<file path="config.mk">
export PLATFORM = sky130hd
export DESIGN_NAME = length_prefixed_frame_receiver
export DESIGN_NICKNAME = d
export VERILOG_FILES = /design/src/sv/lpfr_pkg.sv /design/src/sv/length_prefixed_frame_receiver.sv /design/src/sv/lpfr_front.sv /design/src/sv/lpfr_queue.sv /design/src/sv/lpfr_back.sv
export SDC_FILE = /design/constraint.sdc
export NUM_CORES = 1
export LEC_CHECK = 0
export BUFFER_PORTS_ARGS = -buffer_cell sky130_fd_sc_hd__buf_2
export CORE_MARGIN = 2
export CORE_UTILIZATION = 45
export DETAILED_ROUTE_END_ITERATION = 10
export PLACE_DENSITY = 0.69
export SYNTH_ARGS = -nofsm -noshare
export SYNTH_HDL_FRONTEND = slang
export SYNTH_SLANG_ARGS = --single-unit
</file>
<file path="constraint.sdc">
create_clock -name clk -period 7 [get_ports clk]
set_input_delay 0.7 -clock clk [delete_from_list [all_inputs] [get_ports clk]]
set_output_delay 0.7 -clock clk [all_outputs]
set_load 0.005 [all_outputs]
</file>
<file path="src/sv/lpfr_pkg.sv">
`default_nettype none
package lpfr_pkg;

  localparam int unsigned MAX_LEN_RESET = 250 * 1024;
  localparam int unsigned QUEUE_DEPTH   = 2;
  localparam int unsigned QPTR_W        = (QUEUE_DEPTH > 1) ? $clog2(QUEUE_DEPTH) : 1;
  localparam int unsigned QCNT_W        = $clog2(QUEUE_DEPTH + 1);
  localparam int unsigned CFG_IDX_W     = 1;

  localparam logic [1:0] POS_LAST = 2'd3;

  localparam logic [CFG_IDX_W-1:0] CFG_IDX_MAX_LEN = CFG_IDX_W'(0);
  localparam logic [CFG_IDX_W-1:0] CFG_IDX_BIG_END = CFG_IDX_W'(1);

  // frame parser phase; code 3 is unused and behaves as PH_HEADER
  typedef enum logic [1:0] {
    PH_HEADER   = 2'd0,
    PH_PAYLOAD  = 2'd1,
    PH_CHECKSUM = 2'd2
  } phase_t;

  // work handed from front to back
  typedef enum logic [1:0] {
    OP_PAYLOAD = 2'd0,
    OP_CHECK   = 2'd1,
    OP_TOOBIG  = 2'd2
  } op_t;

  typedef enum logic [1:0] {
    KIND_PAYLOAD  = 2'd0,
    KIND_GOOD     = 2'd1,
    KIND_MISMATCH = 2'd2,
    KIND_TOO_LONG = 2'd3
  } kind_t;

  typedef struct packed {
    op_t         op;
    logic [7:0]  data_byte;   // payload byte
    logic [1:0]  pos;         // byte position in payload word
    logic        big_endian;  // word order for this payload byte
    logic [31:0] checksum;    // received checksum (OP_CHECK)
    logic [31:0] length;      // header length (status ops)
  } entry_t;

endpackage
`default_nettype wire

</file>
<file path="src/sv/length_prefixed_frame_receiver.sv">
// A result is written into the queue at the edge that accepts its byte, then moves
//   into the output register in the back once that register is free to load.
// Throughput: 1 byte per cycle; the 2-entry queue between parser and checksum
//   unit raises in_stall only when out_stall has held it full.
// Reset (rst_n low at a clock edge): parser waits for a header, running sum 0,
//   queue and output empty, max_payload_length 256000, little-endian words.
`default_nettype none
module length_prefixed_frame_receiver import lpfr_pkg::*; (
  input  wire logic                 clk,
  input  wire logic                 rst_n,
  // received byte stream
  input  wire logic                 in_valid,
  output logic                      in_stall,
  input  wire logic [7:0]           in_rx_byte,
  // results
  output logic                      out_valid,
  input  wire logic                 out_stall,
  output logic [1:0]                out_result_kind,
  output logic [7:0]                out_payload_byte,
  output logic [31:0]               out_frame_length,
  // register writes
  input  wire logic                 cfg_valid,
  output logic                      cfg_ready,
  input  wire logic [CFG_IDX_W-1:0] cfg_index,
  input  wire logic [31:0]          cfg_data
);

  // configuration registers
  logic [31:0] max_len_r;
  logic        big_end_r;

  assign cfg_ready = 1'b1;

  always_ff @(posedge clk) begin
    if (!rst_n) begin
      max_len_r <= 32'(MAX_LEN_RESET);
      big_end_r <= 1'b0;
    end else if (cfg_valid && cfg_ready) begin
      case (cfg_index)
        CFG_IDX_MAX_LEN: max_len_r <= cfg_data;
        CFG_IDX_BIG_END: big_end_r <= cfg_data[0];
        default: ;
      endcase
    end
  end

  // front: parses headers/checksums, queues each payload byte and each frame status for the back
  logic   in_accept;
  logic   q_push;
  entry_t q_push_entry;

  assign in_accept = in_valid && !in_stall;

  lpfr_front u_front (
    .clk        (clk),
    .rst_n      (rst_n),
    .accept     (in_accept),
    .rx_byte    (in_rx_byte),
    .max_len    (max_len_r),
    .big_endian (big_end_r),
    .push       (q_push),
    .push_entry (q_push_entry)
  );

  // queue decouples the parser from output backpressure
  entry_t              q_head;
  logic                q_not_empty;
  logic                q_full;
  logic                q_pop;
  logic [QCNT_W-1:0]   q_count;

  // stall on full; a byte that pushes nothing is also held, which is harmless
  assign in_stall = q_full;

  lpfr_queue u_queue (
    .clk        (clk),
    .rst_n      (rst_n),
    .push       (q_push),
    .push_entry (q_push_entry),
    .pop        (q_pop),
    .head       (q_head),
    .not_empty  (q_not_empty),
    .full       (q_full),
    .count      (q_count)
  );

  // back: word sum, checksum compare, output register
  lpfr_back u_back (
    .clk        (clk),
    .rst_n      (rst_n),
    .head       (q_head),
    .not_empty  (q_not_empty),
    .pop        (q_pop),
    .out_valid  (out_valid),
    .out_stall  (out_stall),
    .out_kind   (out_result_kind),
    .out_byte   (out_payload_byte),
    .out_length (out_frame_length)
  );

`ifndef SYNTHESIS
  a_queue_bound: assert property (@(posedge clk) disable iff (!rst_n)
    q_count <= QCNT_W'(QUEUE_DEPTH))
    else $error("queue count above depth");

  a_pop_nonempty: assert property (@(posedge clk) disable iff (!rst_n)
    q_pop |-> q_count != '0)
    else $error("pop from empty queue");

  a_payload_len_zero: assert property (@(posedge clk) disable iff (!rst_n)
    out_valid && out_result_kind == KIND_PAYLOAD |-> out_frame_length == 32'd0)
    else $error("payload result carries a length");

  a_status_byte_zero: assert property (@(posedge clk) disable iff (!rst_n)
    out_valid && out_result_kind != KIND_PAYLOAD |-> out_payload_byte == 8'd0)
    else $error("status result carries a byte");
`endif

endmodule
`default_nettype wire

</file>
<file path="src/sv/lpfr_front.sv">
`default_nettype none
module lpfr_front import lpfr_pkg::*; (
  input  wire logic        clk,
  input  wire logic        rst_n,
  input  wire logic        accept,
  input  wire logic [7:0]  rx_byte,
  input  wire logic [31:0] max_len,
  input  wire logic        big_endian,
  output logic             push,
  output entry_t           push_entry
);

  phase_t      phase_r, phase_nxt;
  logic [1:0]  cnt_r, cnt_nxt;
  logic [31:0] hdr_r, hdr_nxt;
  logic [31:0] cks_r, cks_nxt;
  logic [31:0] plen_r, plen_nxt;
  logic [31:0] brx_r, brx_nxt;

  logic [31:0] hdr_shift;
  logic [31:0] cks_shift;
  logic [31:0] brx_inc;
  logic        too_big;

  assign hdr_shift = {hdr_r[23:0], rx_byte};
  assign cks_shift = {cks_r[23:0], rx_byte};
  assign brx_inc   = brx_r + 32'd1;
  assign too_big   = hdr_shift > max_len;

  // next phase
  always_comb begin
    phase_nxt = phase_r;
    if (accept) begin
      case (phase_r)
        PH_PAYLOAD: begin
          if (brx_inc == plen_r) phase_nxt = PH_CHECKSUM;
        end
        PH_CHECKSUM: begin
          if (cnt_r == POS_LAST) phase_nxt = PH_HEADER;
        end
        default: begin
          phase_nxt = PH_HEADER;
          if (cnt_r == POS_LAST && !too_big) begin
            phase_nxt = (hdr_shift == 32'd0) ? PH_CHECKSUM : PH_PAYLOAD;
          end
        end
      endcase
    end
  end

  // datapath and queue push
  always_comb begin
    cnt_nxt    = cnt_r;
    hdr_nxt    = hdr_r;
    cks_nxt    = cks_r;
    plen_nxt   = plen_r;
    brx_nxt    = brx_r;
    push       = 1'b0;
    push_entry = '{op: OP_PAYLOAD, data_byte: rx_byte, pos: cnt_r,
                   big_endian: big_endian, checksum: cks_shift, length: plen_r};
    if (accept) begin
      case (phase_r)
        PH_PAYLOAD: begin
          push    = 1'b1;
          brx_nxt = brx_inc;
          cnt_nxt = (cnt_r == POS_LAST) ? 2'd0 : cnt_r + 2'd1;
          if (brx_inc == plen_r) cnt_nxt = 2'd0;
        end
        PH_CHECKSUM: begin
          cks_nxt = cks_shift;
          if (cnt_r == POS_LAST) begin
            push          = 1'b1;
            push_entry.op = OP_CHECK;
            cnt_nxt       = 2'd0;
            cks_nxt       = 32'd0;
          end else begin
            cnt_nxt = cnt_r + 2'd1;
          end
        end
        default: begin
          hdr_nxt = hdr_shift;
          if (cnt_r == POS_LAST) begin
            cnt_nxt = 2'd0;
            hdr_nxt = 32'd0;
            if (too_big) begin
              push              = 1'b1;
              push_entry.op     = OP_TOOBIG;
              push_entry.length = hdr_shift;
            end else begin
              plen_nxt = hdr_shift;
              brx_nxt  = 32'd0;
              cks_nxt  = 32'd0;
            end
          end else begin
            cnt_nxt = cnt_r + 2'd1;
          end
        end
      endcase
    end
  end

  always_ff @(posedge clk) begin
    if (!rst_n) begin
      phase_r <= PH_HEADER;
      cnt_r   <= 2'd0;
      hdr_r   <= 32'd0;
      cks_r   <= 32'd0;
      plen_r  <= 32'd0;
      brx_r   <= 32'd0;
    end else begin
      phase_r <= phase_nxt;
      cnt_r   <= cnt_nxt;
      hdr_r   <= hdr_nxt;
      cks_r   <= cks_nxt;
      plen_r  <= plen_nxt;
      brx_r   <= brx_nxt;
    end
  end

endmodule
`default_nettype wire

</file>
<file path="src/sv/lpfr_queue.sv">
`default_nettype none
module lpfr_queue import lpfr_pkg::*; (
  input  wire logic              clk,
  input  wire logic              rst_n,
  input  wire logic              push,
  input  wire entry_t            push_entry,
  input  wire logic              pop,
  output entry_t                 head,
  output logic                   not_empty,
  output logic                   full,
  output logic [QCNT_W-1:0]      count
);

  entry_t              mem_r [QUEUE_DEPTH];
  logic [QPTR_W-1:0]   wp_r, wp_nxt;
  logic [QPTR_W-1:0]   rp_r, rp_nxt;
  logic [QCNT_W-1:0]   cnt_r, cnt_nxt;

  assign head      = mem_r[rp_r];
  assign not_empty = cnt_r != '0;
  assign full      = cnt_r == QCNT_W'(QUEUE_DEPTH);
  assign count     = cnt_r;

  always_comb begin
    wp_nxt  = wp_r;
    rp_nxt  = rp_r;
    cnt_nxt = cnt_r;
    if (push) wp_nxt = (wp_r == QPTR_W'(QUEUE_DEPTH - 1)) ? '0 : wp_r + QPTR_W'(1);
    if (pop)  rp_nxt = (rp_r == QPTR_W'(QUEUE_DEPTH - 1)) ? '0 : rp_r + QPTR_W'(1);
    if (push && !pop)      cnt_nxt = cnt_r + QCNT_W'(1);
    else if (pop && !push) cnt_nxt = cnt_r - QCNT_W'(1);
  end

  always_ff @(posedge clk) begin
    if (push) mem_r[wp_r] <= push_entry;
  end

  always_ff @(posedge clk) begin
    if (!rst_n) begin
      wp_r  <= '0;
      rp_r  <= '0;
      cnt_r <= '0;
    end else begin
      wp_r  <= wp_nxt;
      rp_r  <= rp_nxt;
      cnt_r <= cnt_nxt;
    end
  end

endmodule
`default_nettype wire

</file>
<file path="src/sv/lpfr_back.sv">
`default_nettype none
module lpfr_back import lpfr_pkg::*; (
  input  wire logic        clk,
  input  wire logic        rst_n,
  input  wire entry_t      head,
  input  wire logic        not_empty,
  output logic             pop,
  output logic             out_valid,
  input  wire logic        out_stall,
  output logic [1:0]       out_kind,
  output logic [7:0]       out_byte,
  output logic [31:0]      out_length
);

  logic        ovalid_r;
  kind_t       okind_r, okind_nxt;
  logic [7:0]  obyte_r, obyte_nxt;
  logic [31:0] olen_r, olen_nxt;
  logic [31:0] sum_r, sum_nxt;
  logic [7:0]  wb0_r, wb1_r, wb2_r;
  logic [31:0] word;
  logic        load;

  assign load = !ovalid_r || !out_stall;
  assign pop  = not_empty && load;

  assign word = head.big_endian ? {wb0_r, wb1_r, wb2_r, head.data_byte}
                                : {head.data_byte, wb2_r, wb1_r, wb0_r};

  always_comb begin
    okind_nxt = KIND_PAYLOAD;
    obyte_nxt = 8'd0;
    olen_nxt  = head.length;
    sum_nxt   = sum_r;
    case (head.op)
      OP_PAYLOAD: begin
        obyte_nxt = head.data_byte;
        olen_nxt  = 32'd0;
        if (head.pos == POS_LAST) sum_nxt = sum_r + word;
      end
      OP_CHECK: begin
        okind_nxt = (head.checksum == sum_r) ? KIND_GOOD : KIND_MISMATCH;
        sum_nxt   = 32'd0;
      end
      default: begin
        okind_nxt = KIND_TOO_LONG;
      end
    endcase
  end

  // partial word bytes; each word starts at position 0 so no clear needed
  always_ff @(posedge clk) begin
    if (pop && head.op == OP_PAYLOAD) begin
      case (head.pos)
        2'd0:    wb0_r <= head.data_byte;
        2'd1:    wb1_r <= head.data_byte;
        2'd2:    wb2_r <= head.data_byte;
        default: ;
      endcase
    end
  end

  always_ff @(posedge clk) begin
    if (pop) begin
      okind_r <= okind_nxt;
      obyte_r <= obyte_nxt;
      olen_r  <= olen_nxt;
    end
  end

  always_ff @(posedge clk) begin
    if (!rst_n) begin
      ovalid_r <= 1'b0;
      sum_r    <= 32'd0;
    end else begin
      if (load) ovalid_r <= not_empty;
      if (pop)  sum_r    <= sum_nxt;
    end
  end

  assign out_valid  = ovalid_r;
  assign out_kind   = okind_r;
  assign out_byte   = obyte_r;
  assign out_length = olen_r;

endmodule
`default_nettype wire

</file>
* Yosys cells after proc, flatten, opt, wreduce, memory -nomap -nowiden
Memory sizes are Yosys's and may differ from the RTL's. A register that Yosys moved wholly into a read port is not among the register bits. Cells that the tools add are included.
Operators by class: eq/ne operators 15, bitwise operators 5, mux-type cells 41, add/sub/neg operators 7, order comparisons 1, reduce and logical (&&, ||, !) cells 33
Operators with widths (number):
- two-way mux 32 bit | 8
- case mux 32 bit (2 select lines) | 2
- equality test 32 bit | 2
- two-way mux 24 bit | 2
- case mux 24 bit (2 select lines) | 1
- adder 32 x 1 -> 32 bit (second input constant) | 1
- adder 32 bit | 1
- > comparator 32 bit | 1
- logical NOT 32 bit | 1
- two-way mux 2 bit | 13
- case mux 2 bit (2 select lines) | 3
- AND reduction 2 bit | 6
- AND reduction 4 bit | 3
- two-way mux 1 bit | 11
- equality test 2 bit (second input constant) | 5
- nonzero test 2 bit | 5
- equality test 2 x 1 -> 1 bit (second input constant) | 3
- logical AND 1 bit | 6
- logical NOT 1 bit | 6
- != test 2 x 1 -> 1 bit (second input constant) | 3
- AND reduction 3 bit | 2
- inverter 1 bit | 5
- adder 2 x 1 -> 2 bit (second input constant) | 2
- logical NOT 2 bit | 2
- other kinds (6) | 8
Word-level totals: bits of input ports 46, logic and storage cells 122, memories 1, RAM bits 154, bits in registers 252
Memory list:
- u_queue.mem_r | depth 2, width 77, read ports 1, clocked after memory_dff 1, write ports 1, line lpfr_queue.sv:14 | entry_t mem_r [QUEUE_DEPTH];

* Logic depth before layout (Yosys ltp)
Gate-level depths: netlist of run 1.
depth after elaboration 9, mapped depth 16, gate-level depth less buffers 13

* Cells and area by module
Synthesis of run 1 repeated with hierarchy kept, for this count alone.
Unflattened totals: cells, all modules 1876, area, all modules 20475.9 µm²
Modules (own cells, without submodules):
- lpfr_front | cells each 907, instances 1, area each 7170.6 µm², sequential area each 2322.2 µm²
- lpfr_back | cells each 559, instances 1, area each 5970.7 µm², sequential area each 2642.5 µm²
- lpfr_queue | cells each 262, instances 1, area each 5910.7 µm², sequential area each 4724.5 µm²
- length_prefixed_frame_receiver | cells each 148, instances 1, area each 1423.9 µm², sequential area each 660.6 µm²

* Worst setup path after synthesis of run 1
No wires, ideal clock.
path type input -> register, start input in_rx_byte[1], end memory u_queue.mem_r[1][0] (netlist name) (enable), stages on the path 8, required time 6565 ps, setup slack 2669 ps, buffers on the path 0, data arrival time 3896 ps, path through ha_1 > nor2b_1 > o211ai_1 > a21o_1 > a211oi_1 > a211oi_1 > o31ai_1 > and3_1
Between the ends: word-level cells in the longest chain between the ends 7
RTL lines:
- start: declaration | line length_prefixed_frame_receiver.sv:14 | input wire logic [7:0] in_rx_byte,
- > comparator 32 bit | line lpfr_front.sv:28 | assign too_big = hdr_shift > max_len;
- two-way mux 1 bit | line lpfr_front.sv:85 | if (too_big) begin
- two-way mux 1 bit | line lpfr_front.sv:82 | if (cnt_r == POS_LAST) begin
- case mux 1 bit (2 select lines) | line lpfr_front.sv:62 | case (phase_r)
- two-way mux 1 bit | line lpfr_front.sv:61 | if (accept) begin
- two-way mux 1 bit | line lpfr_queue.sv:35 | if (push) mem_r[wp_r] <= push_entry;
- two-way mux 1 bit (not written as such) | line lpfr_queue.sv:35
- end: declaration | line lpfr_queue.sv:14
No other way between the ends.

==> results.cfg, run 1 <==
[timing]
drv_slew = 0
hold_viol = 0
fin_setup_tns_ns = 0
finalWorstSetupSlack_ns = 2.29
rsz0062_at_grt = false
tightest_slew_ns = 1.20
finClkSkew_ns = 0.0238
period_needed_ns = 4.71
post-route-period-util = 0.673
maxSlewHeadroom = 0.203
timing.fmax_mhz = 212
setup_violations = 0

[job]
drv_cap = 0

[logic_synthesis]
synth_nets = 1954
async_reset_ff_frac = 0
synth_ff_type = edfxtp_1
synth_top_family_by_area = simple AND/OR/NAND/NOR gates
yosysSeqAreaShare = 0.523
synth_edf_count = 204
muxShareOfSynthArea = 0.0732
yosys.area_share.simple = 0.150
yosysUniqueCellTypes = 73
synth_compound_area_frac = 0.126
synth-seq-cells = 391
synth_xor_area_frac = 0.0464
yosys_warnings = 0
synth_area_um2 = 18900
synth_area_per_cell_um2 = 10.3
synthAdderAreaFrac = 0.0461
synthCells = 1839

[run_status]
status = completed

[power_and_ir_drop]
ir_worst_vdd_mv = 0.194
pwr-share-comb = 0.165
intPower_mw = 4.29
seqPwrFrac = 0.461
p_switching_mw = 1.64
total_power_mw = 5.92
p_sw_frac = 0.277
power.density_nw_per_um2 = 281
leakagePower_nw = 8.16
clock_power_share = 0.373

[setup_path]
worstPathRequired_ns = 7.45
r2r_slack_ns = 2.29
cp-start-kind = register
cp_max_fo = 71
end_kind = register
rr_worst_depth = 9
critPathKind = reg2reg
r2r_end = u_back.sum_r[31]$_SDFFE_PN0P_
worstPathArrival_ns = 5.16

[routing]
drt-wirelength-per-cell_um = 20.3
drtIter0Drc = 1145
first_pass_iters = 5
drt-vias-per-instance = 5.81
drc_errors = 0
drtAntennaViolNets = 0
wirelength_um = 50000
routed-via-count = 14300

[clock_tree]
cts_hold_buf = 0
clock_sinks = 391
cts_buffer_depth = 3
cts_tree = built
cts_resized = 0
clk_latency_ns = 0.57
post_cts_buffers = 0
path_clk_slew_ns = 0.06
h-tree-depth = 2
cts_inserted_buffers = 42
cts_root_buf = clkbuf_16

[floorplanning]
coreArea_um2 = 41700
floorplan.initialDensity = 0.453
io_pins = 91
die-height_um = 209
dieWidth_um = 209
die_area_um2 = 43600
rows = 75

[placed_design]
gp_congestion = 0.965
post-place-ws_ns = 2.33
place_area_um2 = 19700
port_buffers = 89
hpwl_um = 35300

[cells_and_area]
diodes = 0
finalInstanceArea_um2 = 21100
nets = 2002
final_layout_size_suffix_gt1_frac = 0.122
area_growth_pct = 11.8

[global_route]
grt_usage = 0.227
grt_max_degree = 103
grt_pass1_wl_um = 77300
overflow = 0
antenna_found_initial = 0
grt_pass1_vias = 13600

[min_path]
worstHoldPathType = in2reg
hold_depth = 3
hold_start = cfg_data[16]
hold_path_end = max_len_r[16]$_SDFFE_PN1P_
## registers in the layout, summed over array words and instances, names as in the netlist, named ones only
register,flops
u_front.plen_r,32
u_back.wb2_r,8
u_front.cks_r,24
big_end_r,1
u_front.cnt_r,2
u_queue.mem_r,138
u_back.out_length,32
u_front.phase_r,2
max_len_r,32
u_queue.rp_r,1
u_queue.count,2
u_front.hdr_r,24
u_back.out_byte,8
u_back.sum_r,32
u_back.wb0_r,8
u_queue.wp_r,1
u_back.wb1_r,8
u_back.out_kind,2
u_back.out_valid,1
u_front.brx_r,32
## final cells by class
class,instances,area [um2]
clock inverters,23,224
flip-flops and latches,391,9870
fillers,3802,20600
inverters,66,250
repair buffers,104,558
well taps,539,674
multi-input cells,1282,8380
clock buffers,55,1150
## cells by family (layout without fill, tap and decap cells)
kind of cell	count (synthesis)	after routing
fa+ha+maj	69	69
compound gates	376	376
flops	391	391
xor+xnor	100	100
buf+inv	166	248
other cells	1	1
mux	134	134
simple gates	602	602
## worst max-delay path, cell delays in order (launching register included)
cell and delay, ns:
dfxtp_4 0.44, buf_4 0.85, mux2i_1 0.53, and2_1 1.00
nand2_1 0.27, nor3_1 0.84, nand3_1 0.16, nor4_1 0.24
o41ai_1 0.13, o31ai_1 0.11
## cell usage in the layout (no fill, tap or decap), types with 6 or more instances in the layout
| cell | synthesis | final |
|---|---|---|
| a22oi_1 | 39 | 39 |
| clkbuf_1 | 73 | 8 |
| xor2_1 | 27 | 27 |
| nand2b_1 | 6 | 6 |
| clkinv_2 | 0 | 8 |
| edfxtp_1 | 204 | 204 |
| ha_1 | 68 | 68 |
| nor3_1 | 28 | 26 |
| and2_1 | 7 | 7 |
| o41ai_1 | 6 | 6 |
| nand2_1 | 197 | 197 |
| mux2i_1 | 101 | 101 |
| buf_2 | 14 | 89 |
| clkbuf_16 | 0 | 42 |
| inv_1 | 66 | 63 |
| nor4_1 | 23 | 23 |
| o211ai_1 | 14 | 14 |
| and4_1 | 8 | 8 |
| a21boi_0 | 6 | 6 |
| a211oi_1 | 9 | 9 |
| o21ai_0 | 77 | 77 |
| and3_1 | 14 | 13 |
| nor3b_1 | 26 | 26 |
| o31ai_1 | 6 | 6 |
| nor2_1 | 197 | 197 |
| nand4_1 | 26 | 26 |
| a21o_1 | 21 | 21 |
| a21oi_1 | 118 | 118 |
| nand3_1 | 36 | 35 |
| dfxtp_1 | 187 | 186 |
| a31oi_1 | 31 | 30 |
| xnor2_1 | 73 | 73 |
| buf_4 | 7 | 15 |
| mux2_2 | 33 | 33 |
## metrics by stage
step / hold WS (ns) / utilization / std cells
after floorplan: 0.425 / - / 1839
after global placement: 0.436 / 0.474 / 2382
after detailed placement: 0.440 / 0.474 / 2382
after CTS: 0.352 / 0.507 / 2460
after global routing: 0.373 / 0.507 / 2460
final: 0.370 / 0.507 / 2460
## routing by layer
layer | global-route usage | wire length (um)
met5 | 0 | 0
met4 | 0.0906 | 2030
met2 | 0.383 | 23700
met1 | 0.289 | 21400
met3 | 0.0430 | 2860
## how the worst max path moves through the flow
stage | startpoint | endpoint | cells past startpoint
3_3_place_gp | register | u_back.sum_r[31]$_SDFFE_PN0P_ | 9
2_1_floorplan | in_rx_byte[1] | u_queue.mem_r[1][0]$_DFFE_PP_ | 8
5_1_grt | register | u_back.sum_r[31]$_SDFFE_PN0P_ | 9
6_report | register | u_back.sum_r[31]$_SDFFE_PN0P_ | 9
3_5_place_dp | register | u_back.sum_r[31]$_SDFFE_PN0P_ | 9
4_1_cts | register | u_back.sum_r[31]$_SDFFE_PN0P_ | 9
## cells in the mapped netlist (all sizes together), types with 24 or more instances
master | instances | area [um2]
a21oi | 118 | 591
a22oi | 39 | 293
a31oi | 31 | 194
buf | 27 | 145
clkbuf | 73 | 274
dfxtp | 187 | 3740
edfxtp | 204 | 6130
ha | 68 | 851
inv | 66 | 248
mux2 | 33 | 372
mux2i | 101 | 1010
nand2 | 198 | 746
nand3 | 36 | 180
nand4 | 28 | 196
nor2 | 198 | 751
nor3 | 29 | 150
nor3b | 26 | 195
nor4 | 24 | 156
o21ai | 77 | 385
xnor2 | 73 | 639
xor2 | 27 | 236
## power groups by stage
stage	Clock [mW]	Combinational, mW	Sequential, mW
4_1_cts	2.25	0.979	2.74
5_1_grt	2.34	1.08	2.75
3_5_place_dp	0	0.972	2.78
2_1_floorplan	0	0.633	2.76
6_report	2.21	0.979	2.73
3_3_place_gp	0	0.953	2.78
Power figures use the tool's default switching activity.
==> inputs of run 2 (changes only) <==
- clock period: 7 -> 4.9 ns (I/O delays scaled with it)
==> run 2 against run 1 <==
  * Worst hold slack worse by 0.21 ns
  * Setup slack worse by 1.6 ns
  * Final cell count up 0.85%
  * Register-to-register slack worse by 1.6 ns
  * Highest routed layer unchanged
  * Critical path depth up 4
  * Combinational power up 43%
  * Total power up 50%
  * Critical endpoint is now u_back.sum_r[17]$_SDFFE_PN0P_
  * Wire length down 2.0%
  * Clock-buffer cell count down 3
  * Core utilization up 0.87 points
==> results.cfg, run 2 (synthesized netlist as in run 1, its figures left out) <==
[timing]
holdWs_ns = 0.161
rsz0062_at_grt = false
timing.fmax_mhz = 236
fin_setup_tns_ns = 0
finClkSkew_ns = 0.0148
period_needed_ns = 4.23
post-route-period-util = 0.864
maxSlewHeadroom = 0.252
setup_violations = 0
tightest_slew_ns = 1.12
drv_slew = 0
hold_viol = 0

[setup_path]
cp_max_fo = 29
slowest_stage = dfxtp_4
critPathBufInv = 1
cp_cell_sequence = mux2_2 -> buf_4 -> nor2_1 -> a21oi_1 -> ha_1 -> a2111oi_0 -> o21ai_0 -> a41oi_1 -> o21ai_0 -> a21oi_1 -> o21ai_0 -> or4_1 -> nand3_1
worstPathRequired_ns = 5.42
critPathMostFrequentCell = o21ai_0
worstPathArrival_ns = 4.75
end_kind = register
path_delay_family = compound AO/OA/AOI/OAI gates
cpPeakStageDelay_ns = 0.60
critPathKind = reg2reg
cp-start-kind = register

[routing]
drt-vias-per-instance = 5.77
drc_errors = 0
wirelength_um = 49000
drt-wirelength-per-cell_um = 19.7
drtAntennaViolNets = 0
routed-via-count = 14300
first_pass_iters = 5
drtIter0Drc = 1076

[cells_and_area]
final_util = 0.515
final_layout_size_suffix_gt1_frac = 0.134
layout_common_cells = edfxtp_1, nand2_1, nor2_1
regMostFlops = u_queue.mem_r
largest_reg_flops = 138
diodes = 0
finalInstanceArea_um2 = 21500
area_growth_pct = 13.7
nets = 2023
final_common_cell = edfxtp_1
layoutNonFillerInstCount = 2481

[placed_design]
port_buffers = 89
place_area_um2 = 19900
hpwl_um = 34600
place_inst = 2402
gp_congestion = 0.942

[global_route]
grt_max_degree = 71
overflow = 0
grt_pass1_vias = 13200
antenna_found_initial = 0
grt_usage = 0.222
grt_pass1_wl_um = 76100

[power_and_ir_drop]
leakagePower_nw = 8.35
ir_worst_vdd_mv = 0.246
power.density_nw_per_um2 = 413

[clock_tree]
post_cts_buffers = 0
path_clk_slew_ns = 0.06
cts_hold_buf = 0
clock_sinks = 391
cts_buffer_depth = 3
clk_latency_ns = 0.57
cts_inserted_buffers = 43
h-tree-depth = 2
cts_tree = built
cts_root_buf = clkbuf_16
cts_resized = 0

[floorplanning]
die_area_um2 = 43600
dieWidth_um = 209
die-height_um = 209
rows = 75
floorplan.initialDensity = 0.453
io_pins = 91
coreArea_um2 = 41700

[job]
drv_cap = 0

[run_status]
status = completed

[min_path]
worstHoldPathType = in2reg
==> run 2: per-layer routing <==
layer / GRT usage / up-vias / share of wire
li1: - / 6819 / -
met1: 0.313 / 6888 / 0.45
met2: 0.356 / 510 / 0.46
met3: 0.0338 / 95 / 0.062
met4: 0.0685 / 0 / 0.030
met5: 0 / - / 0
==> run 2: area by class of cell <==
cell class / instances / area (um2)
fill: 3678 / 20200
sequential: 391 / 9870
multi-input combinational: 1282 / 8380
clock buffer: 52 / 1170
timing repair buffer: 124 / 733
tap: 539 / 674
clock inverter: 27 / 392
inverter: 66 / 250
==> run 2: worst paths after layout <==
check	cells past startpoint	slack, ns	from	to
max	13	0.67	register	u_back.sum_r[17]$_SDFFE_PN0P_
min	3	0.16	cfg_data[17]	max_len_r[17]$_SDFFE_PN1P_
max reg2reg	13	0.67	register	u_back.sum_r[17]$_SDFFE_PN0P_
min reg2reg	2	0.46	max_len_r[7]$_SDFFE_PN0P_	max_len_r[7]$_SDFFE_PN0P_
==> run 2: per-stage QoR <==
step,setup WS (ns),total power [mW]
after CTS,0.804,8.93
final,0.668,8.87
after detailed placement,0.816,5.39
after global routing,0.433,9.23
after floorplan,0.621,4.85
after global placement,0.906,5.36
==> run 2: power by group <==
part	internal (mW)	switching, mW	total, mW
clock network	2.19	1.36	3.54
registers	3.75	0.179	3.93
logic	0.571	0.831	1.40
==> run 2: worst reg2reg max path, stage by stage, from the launching register on <==
cell and delay (ns):
dfxtp_4 0.60, mux2_2 0.54, buf_4 0.27, nor2_1 0.11
a21oi_1 0.05, ha_1 0.34, a2111oi_0 0.46, o21ai_0 0.32
a41oi_1 0.38, o21ai_0 0.25, a21oi_1 0.21, o21ai_0 0.14
or4_1 0.44, nand3_1 0.09
==> inputs of run 3 (changes only) <==
- CORE_UTILIZATION: 45 -> 62
- PLACE_DENSITY: 0.69 -> 0.87
==> run 3 against run 2 <==
  * Clock power is 15% lower
  * Sequential cell count unchanged
  * Largest power group unchanged
  * First-iteration DRC count rose by 68%
  * Largest cell class unchanged
  * Sequential share of layout area up 1.0 points
  * Wire length grew 0.77%
  * Setup slack worse by 0.015 ns
  * Sequential power hardly changed
  * Final cell count is 6.4% lower
  * Non-clock buffer count is 5 lower
  * Total power decreased by 5.6%
==> results.cfg, run 3 (synthesized netlist as in run 1, its figures left out) <==
[run_status]
status = completed

[cells_and_area]
nets = 2015
largest_reg_flops = 138
final_util = 0.705
regMostFlops = u_queue.mem_r
area_growth_pct = 11.2
final_common_cell = edfxtp_1
diodes = 0
final_layout_size_suffix_gt1_frac = 0.127
layout_common_cells = edfxtp_1, nand2_1, nor2_1

[setup_path]
cp_max_fo = 40
critPathKind = reg2reg
worstPathArrival_ns = 4.67
r2r_slack_ns = 0.65
worstPathRequired_ns = 5.33
end_kind = register
cp-start-kind = register

[power_and_ir_drop]
intPower_mw = 6.04
ir_worst_vdd_mv = 0.275
p_sw_frac = 0.279
clock_power_share = 0.361
leakagePower_nw = 8.21
p_switching_mw = 2.34
power.density_nw_per_um2 = 399
seqPwrFrac = 0.468
pwr-share-comb = 0.171

[timing]
maxSlewHeadroom = 0.0972
timing.fmax_mhz = 235
setup_violations = 0
finClkSkew_ns = 0.0154
post-route-period-util = 0.867
rsz0062_at_grt = false
tightest_slew_ns = 1.34
fin_setup_tns_ns = 0
period_needed_ns = 4.25
holdWs_ns = 0.184
drv_slew = 0
hold_viol = 0

[clock_tree]
cts_root_buf = clkbuf_16
path_clk_slew_ns = 0.06
cts_tree = built
cts_hold_buf = 0
post_cts_buffers = 0
cts_resized = 0
clock_sinks = 391
clk_latency_ns = 0.54
h-tree-depth = 2
cts_buffer_depth = 3
cts_inserted_buffers = 40

[routing]
drt-vias-per-instance = 6.40
drt-wirelength-per-cell_um = 21.3
drtIter0Drc = 1810
routed-via-count = 14900
first_pass_iters = 7
drc_errors = 0
drtAntennaViolNets = 0
wirelength_um = 49400

[job]
drv_cap = 0

[global_route]
overflow = 0
grt_usage = 0.312
antenna_found_initial = 0
grt_pass1_vias = 14100
grt_max_degree = 85
grt_pass1_wl_um = 77300

[placed_design]
hpwl_um = 33900
port_buffers = 89
gp_congestion = 0.961

[floorplanning]
coreArea_um2 = 29800
io_pins = 91
die_area_um2 = 31900
dieWidth_um = 179
floorplan.initialDensity = 0.634
die-height_um = 179
rows = 63

[min_path]
worstHoldPathType = in2reg
-- run 3: stage by stage --
stage | area, um2 | worst slack [ns] | power (mW) | instances
floorplan | 18900 | 0.621 | 4.85 | 1839
finish | 21000 | 0.653 | 8.37 | 2322
detailed placement | 19700 | 0.913 | 5.37 | 2248
global placement | 19700 | 1.03 | 5.32 | 2248
global route | 21000 | 0.440 | 8.68 | 2322
CTS | 21000 | 0.781 | 8.37 | 2322
-- run 3: power groups by stage --
stage / registers [mW] / clock network, mW / logic [mW]
floorplan: 3.95 / 0 / 0.904
global placement: 3.96 / 0 / 1.36
detailed placement: 3.98 / 0 / 1.40
CTS: 3.92 / 3.04 / 1.42
global route: 3.94 / 3.17 / 1.57
finish: 3.92 / 3.02 / 1.43
-- run 3: worst paths after layout --
kind | endpoint | start | cells after the start
worst min register to register | max_len_r[20]$_SDFFE_PN0P_ | max_len_r[20]$_SDFFE_PN0P_ | 2
worst min-delay path | max_len_r[15]$_SDFFE_PN1P_ | cfg_data[15] | 3
worst max-delay path | u_back.sum_r[31]$_SDFFE_PN0P_ | register | 13
worst max register to register | u_back.sum_r[31]$_SDFFE_PN0P_ | register | 13
-- run 3: worst max-delay path, stage by stage (launching register included) --
cell	delay [ns]
dfxtp_4	0.43
buf_4	0.51
mux2i_1	0.30
buf_4	0.18
a21oi_1	0.07
ha_1	0.37
o211ai_1	0.13
o21ai_0	0.46
nand4_1	0.22
a31oi_1	0.37
nor3_1	0.15
o41ai_1	0.53
xnor2_1	0.15
o31ai_1	0.23
-- run 3: final cells by class --
cell class	count	area, um2
Clock buffer	53	1110
Clock inverter	21	206
Inverter	66	250
Timing Repair Buffer	119	696
Tap cell	390	488
Fill cell	2032	8800
Multi-Input combinational cell	1282	8380
Sequential cell	391	9870
-- run 3: layer usage --
layer / global-route usage / vias to the layer above / share of wire
met5: 0 / - / 0
met4: 0.120 / 0 / 0.040
met3: 0.0484 / 167 / 0.092
met2: 0.505 / 794 / 0.47
met1: 0.425 / 7117 / 0.40
li1: - / 6794 / -
